$ cat config.mk
export PLATFORM = sky130hd
export DESIGN_NAME = windowed_sensor_min_max_mean_core_flat
export DESIGN_NICKNAME = d
export VERILOG_FILES = /design/src/design/wsm_pkg.sv /design/src/design/wsm_if.sv /design/src/design/wsm_div.sv /design/src/design/windowed_sensor_min_max_mean_core.sv /design/src/flat_wrapper.sv
export SDC_FILE = /design/constraint.sdc
export NUM_CORES = 1
export LEC_CHECK = 0
export BUFFER_PORTS_ARGS = -buffer_cell sky130_fd_sc_hd__buf_4
export CAP_MARGIN = 20
export CELL_PAD_IN_SITES_DETAIL_PLACEMENT = 0
export CELL_PAD_IN_SITES_GLOBAL_PLACEMENT = 1
export CORE_AREA = 10 10 258 198
export CTS_BUF_LIST = sky130_fd_sc_hd__clkbuf_4 sky130_fd_sc_hd__clkbuf_8
export DETAILED_ROUTE_END_ITERATION = 8
export DIE_AREA = 0 0 268 208
export GPL_TIMING_DRIVEN = 0
export MAX_ROUTING_LAYER = met4
export PLACE_DENSITY = 0.77
export SLEW_MARGIN = 0
export SYNTH_ARGS = -nofsm -noshare
export SYNTH_HDL_FRONTEND = slang
export SYNTH_SLANG_ARGS = --single-unit
$ cat constraint.sdc
create_clock -name clk_i -period 5.4 [get_ports clk_i]
set_input_delay 0.81 -clock clk_i [delete_from_list [all_inputs] [get_ports clk_i]]
set_output_delay 0.81 -clock clk_i [all_outputs]
set_load 0.01 [all_outputs]
$ cat src/design/wsm_pkg.sv
`default_nettype none

package wsm_pkg;

  localparam int DATA_W    = 16;
  localparam int CFG_W     = 9;
  localparam int CNT_OUT_W = 9;
  localparam int CH_W      = 2;
  localparam int NUM_CH    = 4;

  typedef logic signed [DATA_W-1:0] data_t;
  typedef logic [CH_W-1:0]          ch_t;
  typedef logic [CFG_W-1:0]         cfg_t;
  typedef logic [CNT_OUT_W-1:0]     cnt_out_t;
  typedef logic [1:0]               accuracy_t;

  localparam data_t EXCL_MARK = 16'sd999;
  localparam data_t DATA_MAX  = 16'sh7fff;
  localparam data_t DATA_MIN  = 16'sh8000;
  localparam cfg_t  WIN_RESET = 9'd240;

  localparam ch_t CH_TEMPERATURE = 2'd0;
  localparam ch_t CH_QUALITY     = 2'd3;

  localparam accuracy_t ACC_STABILISING = 2'd0;

endpackage

`default_nettype wire

$ cat src/design/wsm_if.sv
`default_nettype none

interface wsm_in_if;
  logic                  valid;
  logic                  ready;
  wsm_pkg::data_t        temperature;
  wsm_pkg::data_t        humidity;
  wsm_pkg::data_t        pressure;
  wsm_pkg::data_t        air_quality;
  wsm_pkg::accuracy_t    quality_accuracy;

  modport source (
    output valid, temperature, humidity, pressure, air_quality, quality_accuracy,
    input  ready
  );
  modport sink (
    input  valid, temperature, humidity, pressure, air_quality, quality_accuracy,
    output ready
  );
endinterface

interface wsm_out_if;
  logic                  valid;
  logic                  ready;
  wsm_pkg::ch_t          channel;
  wsm_pkg::data_t        minimum;
  wsm_pkg::data_t        maximum;
  wsm_pkg::data_t        mean;
  wsm_pkg::cnt_out_t     valid_count;
  logic                  last;

  modport source (
    output valid, channel, minimum, maximum, mean, valid_count, last,
    input  ready
  );
  modport sink (
    input  valid, channel, minimum, maximum, mean, valid_count, last,
    output ready
  );
endinterface

`default_nettype wire

$ cat src/design/wsm_div.sv
`default_nettype none

// restoring divider, one quotient bit per cycle, truncates toward zero
module wsm_div #(
  parameter int SW = 25,
  parameter int CW = 9
) (
  input  wire logic                 clk_i,
  input  wire logic                 rst_ni,
  input  wire logic                 start_i,
  input  wire logic signed [SW-1:0] dividend_i,
  input  wire logic [CW-1:0]        divisor_i,
  output logic                      done_o,
  output logic signed [SW-1:0]      quotient_o
);

  localparam int SCW = $clog2(SW);

  logic           busy_q, busy_d;
  logic           done_q, done_d;
  logic [SCW-1:0] step_q, step_d;
  logic [CW-1:0]  rem_q, rem_d;
  logic [SW-1:0]  quo_q, quo_d;
  logic [CW-1:0]  dvs_q, dvs_d;
  logic           neg_q, neg_d;

  logic [CW:0]    rem_sh;
  logic [CW:0]    rem_sub;
  logic           ge;

  assign rem_sh  = {rem_q, quo_q[SW-1]};
  assign ge      = rem_sh >= {1'b0, dvs_q};
  assign rem_sub = rem_sh - {1'b0, dvs_q};

  always_comb begin
    busy_d = busy_q;
    done_d = 1'b0;
    step_d = step_q;
    rem_d  = rem_q;
    quo_d  = quo_q;
    dvs_d  = dvs_q;
    neg_d  = neg_q;
    if (start_i) begin
      busy_d = 1'b1;
      step_d = SCW'(SW - 1);
      rem_d  = '0;
      quo_d  = dividend_i[SW-1] ? SW'(-dividend_i) : SW'(dividend_i);
      dvs_d  = divisor_i;
      neg_d  = dividend_i[SW-1];
    end else if (busy_q) begin
      rem_d = ge ? rem_sub[CW-1:0] : rem_sh[CW-1:0];
      quo_d = {quo_q[SW-2:0], ge};
      if (step_q == '0) begin
        busy_d = 1'b0;
        done_d = 1'b1;
      end else begin
        step_d = step_q - SCW'(1);
      end
    end
  end

  always_ff @(posedge clk_i or negedge rst_ni) begin
    if (!rst_ni) begin
      busy_q <= 1'b0;
      done_q <= 1'b0;
      step_q <= '0;
    end else begin
      busy_q <= busy_d;
      done_q <= done_d;
      step_q <= step_d;
    end
  end

  always_ff @(posedge clk_i) begin
    rem_q <= rem_d;
    quo_q <= quo_d;
    dvs_q <= dvs_d;
    neg_q <= neg_d;
  end

  assign done_o     = done_q;
  assign quotient_o = neg_q ? $signed(-quo_q) : $signed(quo_q);

endmodule

`default_nettype wire

$ cat src/design/windowed_sensor_min_max_mean_core.sv
`default_nettype none

// windowed min / max / mean over four sensor channels
// sample_i takes one beat per sample (temperature, humidity, pressure, air quality
// and its accuracy); result_o gives four beats when a window closes, in channel
// order temperature, humidity, pressure, air quality, the last one flagged by last.
// cfg_we_i / cfg_wdata_i write the window length (0 acts as 1, above MAX_WINDOW
// saturates); write it only while the block is idle.
// a sample is taken in the accept cycle, then makes four passes through the shared
// adder and comparators, one per channel; ready is low meanwhile.
// on window close the four channels go one after another through a single shared
// restoring divider, each passing through the divide, wait and output states.
// the first result beat shows once the divider finishes and its quotient is registered.
// a stalled receiver holds the result beat and the block takes no sample until
// all four beats are gone.
// reset sets the window length to 240 and empties the window.
module windowed_sensor_min_max_mean_core #(
  parameter int MAX_WINDOW = 256
) (
  input  wire logic                clk_i,
  input  wire logic                rst_ni,
  wsm_in_if.sink                   sample_i,
  wsm_out_if.source                result_o,
  input  wire logic                cfg_we_i,
  input  wire wsm_pkg::cfg_t       cfg_wdata_i
);

  localparam int DW = wsm_pkg::DATA_W;
  localparam int NC = wsm_pkg::NUM_CH;
  localparam int CW = $clog2(MAX_WINDOW + 1);
  localparam int SW = DW + CW;
  localparam int LW = (CW > wsm_pkg::CFG_W) ? CW : wsm_pkg::CFG_W;

  localparam logic [2:0] ST_IDLE = 3'd0;
  localparam logic [2:0] ST_ACC  = 3'd1;
  localparam logic [2:0] ST_DIV  = 3'd2;
  localparam logic [2:0] ST_WAIT = 3'd3;
  localparam logic [2:0] ST_OUT  = 3'd4;

  logic [2:0]           state_q, state_d;
  wsm_pkg::cfg_t        win_len_q, win_len_d;
  wsm_pkg::ch_t         ch_q, ch_d;
  logic signed [SW-1:0] sum_q [NC];
  logic signed [SW-1:0] sum_d [NC];
  wsm_pkg::data_t       min_q [NC];
  wsm_pkg::data_t       min_d [NC];
  wsm_pkg::data_t       max_q [NC];
  wsm_pkg::data_t       max_d [NC];
  logic [CW-1:0]        scnt_q, scnt_d;
  logic [CW-1:0]        qcnt_q, qcnt_d;
  logic                 res_valid_q, res_valid_d;

  wsm_pkg::data_t       samp_q [NC];
  wsm_pkg::data_t       samp_d [NC];
  logic                 qinc_q, qinc_d;
  wsm_pkg::ch_t         res_ch_q, res_ch_d;
  wsm_pkg::data_t       res_min_q, res_min_d;
  wsm_pkg::data_t       res_max_q, res_max_d;
  wsm_pkg::data_t       res_mean_q, res_mean_d;
  wsm_pkg::cnt_out_t    res_cnt_q, res_cnt_d;
  logic                 res_last_q, res_last_d;

  logic                 div_start;
  logic                 div_done;
  logic signed [SW-1:0] div_quo;
  logic [CW-1:0]        div_cnt;

  wsm_pkg::data_t       acc_v;
  logic signed [SW-1:0] acc_ext;
  logic [CW-1:0]        scnt_inc;
  logic [LW-1:0]        wl_ext;
  logic [LW-1:0]        len_eff;
  logic                 close_win;
  logic                 is_quality;

  assign is_quality = (ch_q == wsm_pkg::CH_QUALITY);
  assign acc_v      = samp_q[ch_q];
  assign acc_ext    = {{CW{acc_v[DW-1]}}, acc_v};
  assign scnt_inc   = scnt_q + CW'(1);
  assign div_cnt    = is_quality ? qcnt_q : scnt_q;

  // clamp the programmed length into 1..MAX_WINDOW
  always_comb begin
    wl_ext = LW'(win_len_q);
    if (wl_ext == '0) begin
      len_eff = LW'(1);
    end else if (wl_ext > LW'(MAX_WINDOW)) begin
      len_eff = LW'(MAX_WINDOW);
    end else begin
      len_eff = wl_ext;
    end
  end

  assign close_win = (LW'(scnt_inc) >= len_eff);

  always_comb begin
    state_d     = state_q;
    win_len_d   = cfg_we_i ? cfg_wdata_i : win_len_q;
    ch_d        = ch_q;
    sum_d       = sum_q;
    min_d       = min_q;
    max_d       = max_q;
    scnt_d      = scnt_q;
    qcnt_d      = qcnt_q;
    res_valid_d = res_valid_q;
    samp_d      = samp_q;
    qinc_d      = qinc_q;
    res_ch_d    = res_ch_q;
    res_min_d   = res_min_q;
    res_max_d   = res_max_q;
    res_mean_d  = res_mean_q;
    res_cnt_d   = res_cnt_q;
    res_last_d  = res_last_q;
    div_start   = 1'b0;

    case (state_q)
      ST_IDLE: begin
        if (sample_i.valid) begin
          samp_d[0] = sample_i.temperature;
          samp_d[1] = sample_i.humidity;
          samp_d[2] = sample_i.pressure;
          samp_d[3] = sample_i.air_quality;
          qinc_d    = (sample_i.quality_accuracy != wsm_pkg::ACC_STABILISING) &&
                      (sample_i.air_quality != wsm_pkg::EXCL_MARK);
          ch_d      = wsm_pkg::CH_TEMPERATURE;
          state_d   = ST_ACC;
        end
      end
      ST_ACC: begin
        // one channel per cycle through the shared adder and comparators
        if (!is_quality || qinc_q) begin
          sum_d[ch_q] = sum_q[ch_q] + acc_ext;
          if (acc_v < min_q[ch_q]) begin
            min_d[ch_q] = acc_v;
          end
          if (acc_v > max_q[ch_q]) begin
            max_d[ch_q] = acc_v;
          end
        end
        if (is_quality) begin
          scnt_d = scnt_inc;
          if (qinc_q) begin
            qcnt_d = qcnt_q + CW'(1);
          end
          ch_d    = wsm_pkg::CH_TEMPERATURE;
          state_d = close_win ? ST_DIV : ST_IDLE;
        end else begin
          ch_d = ch_q + 2'd1;
        end
      end
      ST_DIV: begin
        div_start = 1'b1;
        state_d   = ST_WAIT;
      end
      ST_WAIT: begin
        if (div_done) begin
          res_ch_d   = ch_q;
          res_cnt_d  = wsm_pkg::CNT_OUT_W'(div_cnt);
          res_last_d = is_quality;
          if (div_cnt == '0) begin
            res_min_d  = wsm_pkg::EXCL_MARK;
            res_max_d  = wsm_pkg::EXCL_MARK;
            res_mean_d = wsm_pkg::EXCL_MARK;
          end else begin
            res_min_d  = min_q[ch_q];
            res_max_d  = max_q[ch_q];
            res_mean_d = $signed(div_quo[DW-1:0]);
          end
          res_valid_d = 1'b1;
          state_d     = ST_OUT;
        end
      end
      ST_OUT: begin
        if (result_o.ready) begin
          res_valid_d = 1'b0;
          if (is_quality) begin
            for (int c = 0; c < NC; c++) begin
              sum_d[c] = '0;
              min_d[c] = wsm_pkg::DATA_MAX;
              max_d[c] = wsm_pkg::DATA_MIN;
            end
            scnt_d  = '0;
            qcnt_d  = '0;
            ch_d    = wsm_pkg::CH_TEMPERATURE;
            state_d = ST_IDLE;
          end else begin
            ch_d    = ch_q + 2'd1;
            state_d = ST_DIV;
          end
        end
      end
      default: begin
        state_d = ST_IDLE;
      end
    endcase
  end

  always_ff @(posedge clk_i or negedge rst_ni) begin
    if (!rst_ni) begin
      state_q     <= ST_IDLE;
      win_len_q   <= wsm_pkg::WIN_RESET;
      ch_q        <= wsm_pkg::CH_TEMPERATURE;
      scnt_q      <= '0;
      qcnt_q      <= '0;
      res_valid_q <= 1'b0;
      for (int c = 0; c < NC; c++) begin
        sum_q[c] <= '0;
        min_q[c] <= wsm_pkg::DATA_MAX;
        max_q[c] <= wsm_pkg::DATA_MIN;
      end
    end else begin
      state_q     <= state_d;
      win_len_q   <= win_len_d;
      ch_q        <= ch_d;
      scnt_q      <= scnt_d;
      qcnt_q      <= qcnt_d;
      res_valid_q <= res_valid_d;
      sum_q       <= sum_d;
      min_q       <= min_d;
      max_q       <= max_d;
    end
  end

  always_ff @(posedge clk_i) begin
    samp_q     <= samp_d;
    qinc_q     <= qinc_d;
    res_ch_q   <= res_ch_d;
    res_min_q  <= res_min_d;
    res_max_q  <= res_max_d;
    res_mean_q <= res_mean_d;
    res_cnt_q  <= res_cnt_d;
    res_last_q <= res_last_d;
  end

  wsm_div #(
    .SW (SW),
    .CW (CW)
  ) u_div (
    .clk_i      (clk_i),
    .rst_ni     (rst_ni),
    .start_i    (div_start),
    .dividend_i (sum_q[ch_q]),
    .divisor_i  (div_cnt),
    .done_o     (div_done),
    .quotient_o (div_quo)
  );

  assign sample_i.ready       = (state_q == ST_IDLE);
  assign result_o.valid       = res_valid_q;
  assign result_o.channel     = res_ch_q;
  assign result_o.minimum     = res_min_q;
  assign result_o.maximum     = res_max_q;
  assign result_o.mean        = res_mean_q;
  assign result_o.valid_count = res_cnt_q;
  assign result_o.last        = res_last_q;

`ifndef SYNTHESIS
  a_no_overlap: assert property (@(posedge clk_i) disable iff (!rst_ni)
    !(sample_i.ready && result_o.valid))
    else $error("sample accepted while a result beat is pending");

  a_cnt_bound: assert property (@(posedge clk_i) disable iff (!rst_ni)
    (LW'(scnt_q) <= LW'(MAX_WINDOW)) && (qcnt_q <= scnt_q))
    else $error("sample or quality count out of range");

  a_clear_after_last: assert property (@(posedge clk_i) disable iff (!rst_ni)
    (result_o.valid && result_o.ready && result_o.last) |=>
      (scnt_q == '0 && qcnt_q == '0))
    else $error("window not cleared after last beat");

  a_div_done_wait: assert property (@(posedge clk_i) disable iff (!rst_ni)
    div_done |-> (state_q == ST_WAIT))
    else $error("divider finished outside of wait");

  a_order: assert property (@(posedge clk_i) disable iff (!rst_ni)
    (result_o.valid && result_o.ready && !result_o.last) |=>
      (ch_q == $past(result_o.channel) + 2'd1))
    else $error("result channels out of order");
`endif

endmodule

`default_nettype wire
$ cat src/flat_wrapper.sv
// flat-port wrapper written by rule: the top's interface ports become plain ports
module windowed_sensor_min_max_mean_core_flat 
#(
  parameter int MAX_WINDOW = 256
)
  (clk_i, rst_ni, cfg_we_i, cfg_wdata_i, sample_i_valid, sample_i_temperature, sample_i_humidity, sample_i_pressure, sample_i_air_quality, sample_i_quality_accuracy, sample_i_ready, result_o_valid, result_o_channel, result_o_minimum, result_o_maximum, result_o_mean, result_o_valid_count, result_o_last, result_o_ready);
  wsm_in_if sample_i_i ();
  wsm_out_if result_o_i ();
  input  wire logic clk_i;
  input  wire logic rst_ni;
  input  wire logic cfg_we_i;
  input  wire wsm_pkg::cfg_t cfg_wdata_i;
  input wire logic [$bits(sample_i_i.valid)-1:0] sample_i_valid;
  input wire logic [$bits(sample_i_i.temperature)-1:0] sample_i_temperature;
  input wire logic [$bits(sample_i_i.humidity)-1:0] sample_i_humidity;
  input wire logic [$bits(sample_i_i.pressure)-1:0] sample_i_pressure;
  input wire logic [$bits(sample_i_i.air_quality)-1:0] sample_i_air_quality;
  input wire logic [$bits(sample_i_i.quality_accuracy)-1:0] sample_i_quality_accuracy;
  output wire logic [$bits(sample_i_i.ready)-1:0] sample_i_ready;
  output wire logic [$bits(result_o_i.valid)-1:0] result_o_valid;
  output wire logic [$bits(result_o_i.channel)-1:0] result_o_channel;
  output wire logic [$bits(result_o_i.minimum)-1:0] result_o_minimum;
  output wire logic [$bits(result_o_i.maximum)-1:0] result_o_maximum;
  output wire logic [$bits(result_o_i.mean)-1:0] result_o_mean;
  output wire logic [$bits(result_o_i.valid_count)-1:0] result_o_valid_count;
  output wire logic [$bits(result_o_i.last)-1:0] result_o_last;
  input wire logic [$bits(result_o_i.ready)-1:0] result_o_ready;
  assign sample_i_i.valid = sample_i_valid;
  assign sample_i_i.temperature = sample_i_temperature;
  assign sample_i_i.humidity = sample_i_humidity;
  assign sample_i_i.pressure = sample_i_pressure;
  assign sample_i_i.air_quality = sample_i_air_quality;
  assign sample_i_i.quality_accuracy = sample_i_quality_accuracy;
  assign sample_i_ready = sample_i_i.ready;
  assign result_o_valid = result_o_i.valid;
  assign result_o_channel = result_o_i.channel;
  assign result_o_minimum = result_o_i.minimum;
  assign result_o_maximum = result_o_i.maximum;
  assign result_o_mean = result_o_i.mean;
  assign result_o_valid_count = result_o_i.valid_count;
  assign result_o_last = result_o_i.last;
  assign result_o_i.ready = result_o_ready;
  windowed_sensor_min_max_mean_core #(.MAX_WINDOW(MAX_WINDOW)) u_core (.clk_i(clk_i), .rst_ni(rst_ni), .sample_i(sample_i_i), .result_o(result_o_i), .cfg_we_i(cfg_we_i), .cfg_wdata_i(cfg_wdata_i));
endmodule
## Yosys cells after proc, flatten, opt, wreduce, memory -nomap -nowiden

Cells that the tools add are included.
W data, S select, Z words.

- Register bits: 437
- Word-level logic and storage cells: 164
- Input bits: 80

- $lt $le $gt $ge: 7
- Equality and inequality tests: 16
- Muxes and demuxes: 72
- Reductions and logical operators: 24
- Bitwise gates (word level): 1
- Add/sub/neg operators: 8

Operators with widths:

| operator | number |
|---|---|
| $mux W64 | 8 |
| $mux W100 | 3 |
| $pmux W64 S2 | 2 |
| $pmux W100 S2 | 1 |
| $mux W25 | 6 |
| $bwmux W64 | 2 |
| $mux W16 | 8 |
| $bwmux W100 | 1 |
| $bmux W16 S2 | 3 |
| $mux W9 | 9 |
| $bmux W25 S2 | 1 |
| $demux W25 S2 | 1 |
| $pmux W9 S2 | 2 |
| $demux W16 S2 | 1 |
| $add A25 B16 Y25 | 1 |
| $neg A25 Y25 | 1 |
| $add A9 B1 Y9 const B | 2 |
| $logic_not A9 Y1 | 2 |
| $gt A16 B16 Y1 | 1 |
| $lt A16 B16 Y1 | 1 |
| $ne A16 B11 Y1 const B | 1 |
| $neg A16 Y16 | 1 |
| $mux W5 | 3 |
| $pmux W3 S5 | 1 |
| 31 further kinds | 66 |

## Longest topological paths before layout

Gate-level depths: netlist of run 1.

- Depth after elaboration: 9
- Gate-level depth with buffers: 19
- Gate-level depth less buffers: 12

## Hierarchy

Synthesis of run 1 repeated with hierarchy kept, for this count alone.

- Cell total of the unflattened synthesis: 1957
- Area total of the unflattened synthesis: 22735.6 sq um

Modules (own cells, without submodules):

| module | cells each | sequential area each (sq um) | area each (sq um) | times used |
|---|---|---|---|---|
| windowed_sensor_min_max_mean_core | 1584 | 10369.9 | 19253.5 | 1 |
| wsm_div | 373 | 1406.3 | 3482.1 | 1 |

## Least setup slack after synthesis of run 1

OpenSTA, ideal clock, no wires.

- Path type: in2reg
- Start: input sample_i_valid
- End: register u_core.qinc_q (enable)
- Path slack: -0.456 ns
- Data arrival time: 5.288 ns
- Required time: 4.832 ns
- Path buffers: 0
- Stages: 2
- Cells stage by stage: nand2b_1 nor3_1

- Longest elaborated chain between the ends: 1

RTL lines:

| what | line | RTL |
|---|---|---|
| start, declared | flat_wrapper.sv:13 | `input wire logic [$bits(sample_i_i.valid)-1:0] sample_i_valid;` |
| $reduce_and A2 Y1 (no line) | n/a |  |
| end signal, assigned | windowed_sensor_min_max_mean_core.sv:226 | `qinc_q <= qinc_d;` |
| end, declared | windowed_sensor_min_max_mean_core.sv:55 | `logic qinc_q, qinc_d;` |

Every way passes these cells.
A chain may end at the register's enable or synchronous reset.

## Worst setup path after layout of run 1

- Start: register u_core.ch_q[0]
- End: register u_core.min_q[0] (netlist name)

- Longest elaborated chain between the ends: 9

RTL lines:

| what | line | RTL |
|---|---|---|
| start, declared | windowed_sensor_min_max_mean_core.sv:42 | `wsm_pkg::ch_t ch_q, ch_d;` |
| start signal, assigned | windowed_sensor_min_max_mean_core.sv:202 | `ch_q <= wsm_pkg::CH_TEMPERATURE;` |
| start signal, assigned | windowed_sensor_min_max_mean_core.sv:214 | `ch_q <= ch_d;` |
| parallel branches: the longest is 9 deep, another holds $lt A16 B16 Y1 | n/a |  |
| end signal, assigned by index | windowed_sensor_min_max_mean_core.sv:208 | `min_q[c] <= wsm_pkg::DATA_MAX;` |
| end signal, assigned | windowed_sensor_min_max_mean_core.sv:219 | `min_q <= min_d;` |
| end, declared | windowed_sensor_min_max_mean_core.sv:45 | `wsm_pkg::data_t min_q [NC];` |

Several ways; the timed one is not identified. The select of a mux whose other input is x is not followed.

==> flow_metrics.env, run 1 <==
export IMPL_netlist_area_leader_share=0.2345
export IMPL_ant_nets=0
export IMPL_h_tree_depth=3
export IMPL_worstPathArrival_ns=5.66
export IMPL_ys_types=70
export IMPL_yosysMostFrequentCell="dfrtp_1"
export IMPL_tightest_slew_ns=1.023
export IMPL_synthesis_area_per_instance_sq_um=12.55
export IMPL_place_area_sq_um=23350
export IMPL_async_flop_share=0.6133
export IMPL_vias=15254
export IMPL_crit_required_ns=5.99
export IMPL_period_share=0.9394
export IMPL_cts_num_sinks=437
export IMPL_netlist_instances=1700
export IMPL_fmax_mhz=197.1
export IMPL_die_w_um=268
export IMPL_crit_top_cell="buf_4"
export IMPL_die_area_sq_um=55740
export IMPL_wl_per_cell_um=23.22
export IMPL_relSlewSlack=0.3109
export IMPL_die_h_um=208
export IMPL_final_setup_skew_ns=0.02884
export IMPL_cts_tree="built"
export IMPL_max_stage_delay_ns=0.61
export IMPL_yosys_warnings=0
export IMPL_grt_antenna_before_repair=0
export IMPL_report_final_slew_viol_count=0
export IMPL_synth_enable_flop_cells=160
export IMPL_endpoint_kind="flop"
export IMPL_drc=0
export IMPL_start_kind="flop"
export IMPL_synthToLayoutAreaGrowth_pct=17.35
export IMPL_seq_area_frac_synth=0.5518
export IMPL_synthFlopType="dfrtp_1"
export IMPL_drt_initial_drc_count=1381
export IMPL_core_sq_um=45770
export IMPL_cts_buffers=74
export IMPL_io_buffers=140
export IMPL_grt_use_total=0.2196
export IMPL_ys_top_cells_by_area="dfrtp_1 (23%), edfxtp_1 (23%), dfstp_2 (8.4%), mux4_2 (7.6%), a22o_1 (5.7%)"
export IMPL_syn_cell_area_sq_um=21340
export IMPL_firstDrtPassIters=5
export IMPL_num_antenna_cells=0
export IMPL_grt_ovfl_total=0
export IMPL_post_route_min_period_ns=5.073
export IMPL_synth_net_count=1865
export IMPL_rsz0062_at_grt="no"
export IMPL_place_congestion=0.9043
export IMPL_path_cells="buf_6 > buf_4 > buf_8 > buf_4 > buf_6 > buf_4 > mux4_2 > inv_1 > ha_1 > and4_1 > nand4b_1 > nor2_1 > o31ai_1 > o221ai_4 > nor3_4 > buf_2 > nor2_1 > a21oi_1"
export IMPL_drv_cap=0
export IMPL_rows=68
export IMPL_io_pins=142
export IMPL_grt_max_degree=118
export IMPL_grt_pass1_vias=15388
export IMPL_crit_fanout=19
export IMPL_drive_above_1_share=0.2709
export IMPL_viasPerCell=5.910
export IMPL_nNetsFinal=2092
export IMPL_fin_area_sq_um=25050
export IMPL_clkLatencyLatePin_ns=0.67
export IMPL_setup_violations_final=0
export IMPL_path_clk_slew_ns=0.06
export IMPL_hpwl_um=43140
export IMPL_cts_max_path_buffers=3
export IMPL_ys_ff_latch=437
export IMPL_status="finished clean"
export IMPL_setup_tns_ns=0
export IMPL_hold_viol_final=0
export IMPL_hold_ws_ns=0.1080
export IMPL_hp_class="input pin to asynchronous set/reset pin"
export IMPL_cts_root_buffer="clkbuf_8"
export IMPL_crit_type="flop to flop"
export IMPL_routed_wl_um=59940
export IMPL_grt_pass1_wl_um=92070
export IMPL_cp_slowest_cell="mux4_2"
export IMPL_postCtsHoldBufs=0
export IMPL_yosys_area_top_type="dfrtp_1"
export IMPL_synth_top_cells_by_count="dfrtp_1 (200), edfxtp_1 (160), a22o_1 (140)"
export IMPL_start_util=0.4663
[critical path: cells and delay by family, from the launching register on]
kind	cells	cell delay, ns
buf+inv	8	2.10
simple gates	5	0.98
mux	1	0.61
flops	1	0.51
compound gates	3	0.50
fa+ha+maj	1	0.25
[cells by family (layout without fill, tap and decap cells)]
logic type	count (synthesis)	in the layout	share of synthesized area
fa+ha+maj	85	85	0.05053
buf+inv	154	440	0.02902
mux	124	124	0.1030
simple gates	391	391	0.09011
flops	437	437	0.5518
xor+xnor	73	73	0.02996
compound gates	436	436	0.1456
[path summary, 6_finish.rpt]
path                                    endpoint  slack (ns)               startpoint  cells after the start
min reg2reg                u_core.u_div.rem_q[8]        0.47    u_core.u_div.rem_q[8]                      2
max reg2reg                      u_core.min_q[0]        0.33           u_core.ch_q[0]                     18
min in group clk_i             u_core.samp_q[55]        0.32  sample_i_temperature[7]                      1
max                              u_core.min_q[0]        0.33           u_core.ch_q[0]                     18
min                             u_core.max_q[56]        0.11                   rst_ni                      1
max in group asynchronous       u_core.sum_q[72]        3.85                   rst_ni                      3
[metrics by stage]
step           worst slack (ns)    util  cells
4_1_cts                 0.01496  0.5456   2578
2_1_floorplan            0.8098       -   1700
3_3_place_gp             -1.592  0.5056   2435
5_1_grt                0.004900  0.5472   2581
6_report                 0.3273  0.5472   2581
3_5_place_dp             -1.621  0.5101   2445
[registers in the layout, indices dropped and copies added (netlist names), 16 cells and up]
register and flops:
u_core.samp_q 64, u_core.max_q 64, u_core.u_div.quo_q 25, u_core.min_q 64, u_core.result_o.minimum 16, u_core.sum_q 100, u_core.result_o.mean 16, u_core.result_o.maximum 16
[per-layer routing]
metal  vias to the layer above  GRT usage  part of all wire
met1                      7712     0.3111              0.47
met3                       101    0.06352             0.082
met4                         0    0.05601             0.021
li1                       6872          -                 -
met2                       569     0.3040              0.43
met5                         -          -                 0
[final cells by class]
type	count	area, sq um
well taps	595	744.5
flip-flops and latches	437	11780
repair buffers	156	1318
multi-input cells	1109	9057
clock buffers	108	1318
fillers	3919	20730
clock inverters	27	187.7
plain buffers	77	374.1
inverters	72	270.3
[repair_timing]
item,4_1_cts,5_1_grt
gates resized for setup,35,13
gates cloned,0,0
pin swaps,2,3
endpoints found under the setup margin,192,84
buffers inserted,2,3
[cell usage in the layout, fill, tap and decap left out, types with 16 or more instances in the layout]
cell type	netlist	final
dfrtp_1	200	199
edfxtp_1	160	160
buf_4	4	151
a22o_1	140	140
nand2_1	116	116
o21ai_0	100	100
nor2_1	98	98
ha_1	83	83
clkbuf_8	0	81
mux4_2	72	72
inv_1	69	68
dfstp_2	68	68
a21oi_1	62	61
clkbuf_1	59	46
xnor2_1	45	45
mux2_2	45	45
o22a_1	35	35
clkbuf_4	0	30
xor2_1	28	28
nand2b_1	28	28
nand3_1	23	23
a21o_1	23	23
nor3_1	23	17
or2_2	17	17
and3_1	16	16
Power of run 1 is not shown: default switching activity piles up to over one toggle a cycle in this logic, so the estimate is an artifact.
==> run 2, diff against run 1 <==
- BUFFER_PORTS_ARGS: -buffer_cell sky130_fd_sc_hd__buf_4 -> -buffer_cell sky130_fd_sc_hd__buf_2
==> flow_metrics.env, run 2 (synthesis gave the netlist of run 1 again) <==
export IMPL_period_share=0.9444
export IMPL_drv_cap=0
export IMPL_post_route_min_period_ns=5.100
export IMPL_io_buffers=140
export IMPL_fin_area_sq_um=24720
export IMPL_grt_antenna_before_repair=0
export IMPL_die_h_um=208
export IMPL_h_tree_depth=3
export IMPL_cts_buffers=74
export IMPL_worstPathArrival_ns=5.69
export IMPL_post_place_ws_ns=-1.737
export IMPL_firstDrtPassIters=5
export IMPL_fmax_mhz=196.1
export IMPL_rsz0062_at_grt="no"
export IMPL_drc=0
export IMPL_timing_rr_end="u_core.min_q[38]"
export IMPL_status="finished clean"
export IMPL_cp_slowest_cell="mux4_2"
export IMPL_drive_above_1_share=0.2736
export IMPL_min_to="u_core.samp_q[53]"
export IMPL_largest_register_ffs=100
export IMPL_io_pins=142
export IMPL_final_setup_skew_ns=0.03448
export IMPL_grt_use_total=0.2212
export IMPL_setup_violations_final=0
export IMPL_grt_ovfl_total=0
export IMPL_vias=15372
export IMPL_hold_viol_final=0
export IMPL_die_w_um=268
export IMPL_final_cell_mix="dfrtp_1 (199), edfxtp_1 (160), buf_2 (149), a22o_1 (140), nand2_1 (116)"
export IMPL_hpwl_um=42990
export IMPL_start_util=0.4663
export IMPL_cts_num_sinks=437
export IMPL_die_area_sq_um=55740
export IMPL_ant_nets=0
export IMPL_grt_max_degree=126
export IMPL_cts_root_buffer="clkbuf_8"
export IMPL_tightest_slew_ns=1.080
export IMPL_core_sq_um=45770
export IMPL_fin_util=0.5400
export IMPL_crit_type="flop to flop"
export IMPL_critPathBufInv=8
export IMPL_relSlewSlack=0.2751
export IMPL_path_cells="buf_6 > buf_4 > buf_12 > buf_4 > buf_6 > buf_4 > mux4_2 > inv_1 > ha_1 > and4_1 > nand4b_1 > nor2_1 > o31ai_1 > o221ai_4 > nor3_4 > buf_2 > mux2_2"
export IMPL_place_congestion=0.9251
export IMPL_regMostFlops="u_core.sum_q"
export IMPL_start_kind="flop"
export IMPL_hold_depth=1
export IMPL_crit_required_ns=5.99
export IMPL_drt_initial_drc_count=1452
export IMPL_fin_ws_ns=0.3002
export IMPL_timing_rr_start="u_core.ch_q[0]"
export IMPL_viasPerCell=5.949
export IMPL_grt_pass1_vias=15506
export IMPL_hold_ws_ns=0.3098
export IMPL_hp_class="input pin to flop"
export IMPL_clkLatencyLatePin_ns=0.68
export IMPL_rows=68
export IMPL_r2r_slack_ns=0.30
export IMPL_routed_wl_um=60120
export IMPL_report_final_slew_viol_count=0
export IMPL_nNetsFinal=2091
export IMPL_path_clk_slew_ns=0.06
export IMPL_final_common_cell="dfrtp_1"
export IMPL_crit_family="buffers and inverters"
export IMPL_min_from="sample_i_temperature[5]"
export IMPL_max_stage_delay_ns=0.61
export IMPL_cts_max_path_buffers=3
export IMPL_grt_pass1_wl_um=92410
export IMPL_synthToLayoutAreaGrowth_pct=15.80
export IMPL_endpoint_kind="flop"
export IMPL_wl_per_cell_um=23.27
export IMPL_crit_top_cell="buf_4"
export IMPL_cts_tree="built"
export IMPL_reg2regPathDepth=17
export IMPL_place_area_sq_um=22950
export IMPL_crit_fanout=19
## run 2: timing repair
action / in CTS / in global routing
setup buffers: 2 / 3
pin swaps: 2 / 1
setup endpoints to repair: 192 / 102
hold buffers: 1 / 0
endpoints found under the hold margin: 25 / 0
gates resized for setup: 36 / 17
## run 2: worst max path at each step
stage / start / end / depth (start not counted)
after CTS: u_core.ch_q[1] / u_core.max_q[59] / 18
after detailed placement: u_core.ch_q[1] / u_core.max_q[59] / 18
after global routing: u_core.ch_q[0] / u_core.max_q[41] / 18
final: u_core.ch_q[0] / u_core.min_q[38] / 17
after floorplan: u_core.ch_q[0] / u_core.min_q[61] / 18
after global placement: u_core.ch_q[1] / u_core.max_q[59] / 18
## run 2: layout make-up
| cell class | instances | area [sq um] |
|---|---|---|
| Antenna cell | 1 | 2.502 |
| Inverter | 72 | 270.3 |
| Tap cell | 595 | 744.5 |
| Timing Repair Buffer | 155 | 929.6 |
| Sequential cell | 437 | 11780 |
| Clock inverter | 32 | 193.9 |
| Buffer | 77 | 381.6 |
| Fill cell | 3897 | 21060 |
| Multi-Input combinational cell | 1109 | 9070 |
| Clock buffer | 106 | 1346 |
## run 2: layer usage
layer,part of all wire,global-route usage,wire length [um],up-vias
met2,0.43,0.3033,25640,630
met4,0.023,0.06357,1363,0
li1,-,-,-,6887
met1,0.46,0.3151,27720,7750
met5,0,-,0,-
met3,0.090,0.06034,5393,105
## run 2: stage by stage
stage	TNS, ns	cells
2_1_floorplan	0	1700
3_3_place_gp	-448.68	2435
3_5_place_dp	-190.97	2442
4_1_cts	0	2579
5_1_grt	0	2583
6_report	0	2584
## run 2: worst register-to-register path, stage by stage (launching register included)
cell and delay (ns):
dfrtp_1 0.53, buf_6 0.20, buf_4 0.28, buf_12 0.27, buf_4 0.29, buf_6 0.25, buf_4 0.31, mux4_2 0.62
inv_1 0.13, ha_1 0.25, and4_1 0.22, nand4b_1 0.18, nor2_1 0.09, o31ai_1 0.12, o221ai_4 0.28, nor3_4 0.30
buf_2 0.34, mux2_2 0.38
Power of run 2 is left out for the same reason.
==> run 3, diff against run 2 <==
- PLACE_DENSITY: 0.77 -> not set
- PLACE_DENSITY_LB_ADDON: not set -> 0.25
- SETUP_SLACK_MARGIN: not set -> 0.4
==> flow_metrics.env, run 3 (synthesis gave the netlist of run 1 again) <==
export IMPL_status="finished clean"
export IMPL_clkLatencyLatePin_ns=0.67
export IMPL_fin_ws_ns=0.6294
export IMPL_grt_pass1_vias=15418
export IMPL_cts_max_path_buffers=3
export IMPL_endpoint_kind="flop"
export IMPL_grt_max_degree=122
export IMPL_setup_violations_final=0
export IMPL_drc=0
export IMPL_cts_tree="built"
export IMPL_die_w_um=268
export IMPL_fmax_mhz=209.6
export IMPL_drive_above_1_share=0.2818
export IMPL_post_place_ws_ns=-1.632
export IMPL_die_area_sq_um=55740
export IMPL_nNetsFinal=2105
export IMPL_core_sq_um=45770
export IMPL_ff_latch_area_sq_um=11780
export IMPL_crit_required_ns=6.00
export IMPL_hp_class="input pin to asynchronous set/reset pin"
export IMPL_report_final_slew_viol_count=0
export IMPL_final_cell_mix="dfrtp_1 (198), edfxtp_1 (160), buf_2 (146), a22o_1 (140), nand2_1 (116)"
export IMPL_firstDrtPassIters=5
export IMPL_cts_buffers=73
export IMPL_cts_num_sinks=437
export IMPL_path_clk_slew_ns=0.06
export IMPL_grt_antenna_before_repair=0
export IMPL_hold_ws_ns=0.06330
export IMPL_final_setup_skew_ns=0.03575
export IMPL_wl_per_cell_um=23.28
export IMPL_start_util=0.4663
export IMPL_routed_wl_um=60380
export IMPL_rsz0062_at_grt="no"
export IMPL_ant_nets=0
export IMPL_regMostFlops="u_core.sum_q"
export IMPL_fillers=3924
export IMPL_vias=15275
export IMPL_rows=68
export IMPL_viasPerCell=5.891
export IMPL_hold_viol_final=0
export IMPL_drv_cap=0
export IMPL_post_route_min_period_ns=4.771
export IMPL_cts_root_buffer="clkbuf_8"
export IMPL_hpwl_um=43490
export IMPL_grt_use_total=0.2228
export IMPL_r2r_slack_ns=0.63
export IMPL_drt_initial_drc_count=1169
export IMPL_h_tree_depth=3
export IMPL_synthToLayoutAreaGrowth_pct=16.77
export IMPL_crit_fanout=10
export IMPL_fin_util=0.5444
export IMPL_grt_ovfl_total=0
export IMPL_relSlewSlack=0.2200
export IMPL_start_kind="flop"
export IMPL_tightest_slew_ns=1.162
export IMPL_place_congestion=0.8827
export IMPL_multi_input_area_sq_um=9072
export IMPL_num_antenna_cells=0
export IMPL_worstPathArrival_ns=5.37
export IMPL_grt_pass1_wl_um=93070
export IMPL_io_pins=142
export IMPL_largest_register_ffs=100
export IMPL_io_buffers=140
export IMPL_die_h_um=208
export IMPL_period_share=0.8834
export IMPL_crit_type="flop to flop"
export IMPL_final_common_cell="dfrtp_1"
run 3: cell type report:
type,count,area share
sequential,437,0.4726
multi-input combinational,1109,0.3640
clock buffer,111,0.05377
timing repair buffer,168,0.04338
tap,595,0.02987
buffer,79,0.01827
inverter,72,0.01084
clock inverter,22,0.007179
run 3: what timing repair did:
action                     4_1_cts  5_1_grt
pin swaps                        5        2
buffers inserted                13        6
hold endpoints to repair         0        0
gates resized for setup         57       17
hold buffers                     0        0
setup endpoints to repair      202      128
run 3: path summary, 6_finish.rpt:
| kind | from | to | cells after the start |
|---|---|---|---|
| max in group asynchronous | rst_ni | u_core.max_q[22] | 3 |
| worst max register to register | u_core.ch_q[0] | u_core.max_q[5] | 17 |
| worst min register to register | u_core.u_div.rem_q[8] | u_core.u_div.rem_q[8] | 2 |
| worst min-delay path | rst_ni | u_core.sum_q[27] | 1 |
| worst max-delay path | u_core.ch_q[0] | u_core.max_q[5] | 17 |
| min in group clk_i | sample_i_pressure[5] | u_core.samp_q[21] | 1 |
run 3: stage by stage:
step / cell area (sq um) / setup TNS (ns) / instances
floorplan: 21350 / 0 / 1700
global placement: 22790 / -480.08 / 2435
detailed placement: 23000 / -196.31 / 2443
CTS: 24790 / 0 / 2586
global route: 24920 / 0 / 2593
finish: 24920 / 0 / 2593
run 3: worst max-delay path, cell delays in order, from the launching register on:
cell and delay (ns):
dfrtp_2 0.45, buf_6 0.18, buf_6 0.22, buf_8 0.21, buf_8 0.21, buf_8 0.20, buf_12 0.19, mux4_2 0.69
ha_1 0.37, nand4_1 0.19, nor2_1 0.26, nand3_1 0.11, o21ai_1 0.36, a21oi_2 0.15, buf_4 0.20, o21ai_4 0.26
buf_4 0.26, a22o_1 0.16
run 3: per-layer routing:
layer | vias up | track usage | wire [um]
li1 | 6892 | - | -
met4 | 0 | 0.05872 | 1393
met3 | 108 | 0.06329 | 5201
met1 | 7671 | 0.3173 | 28160
met2 | 604 | 0.3062 | 25620
met5 | - | - | 0
Power of run 3 is left out for the same reason.
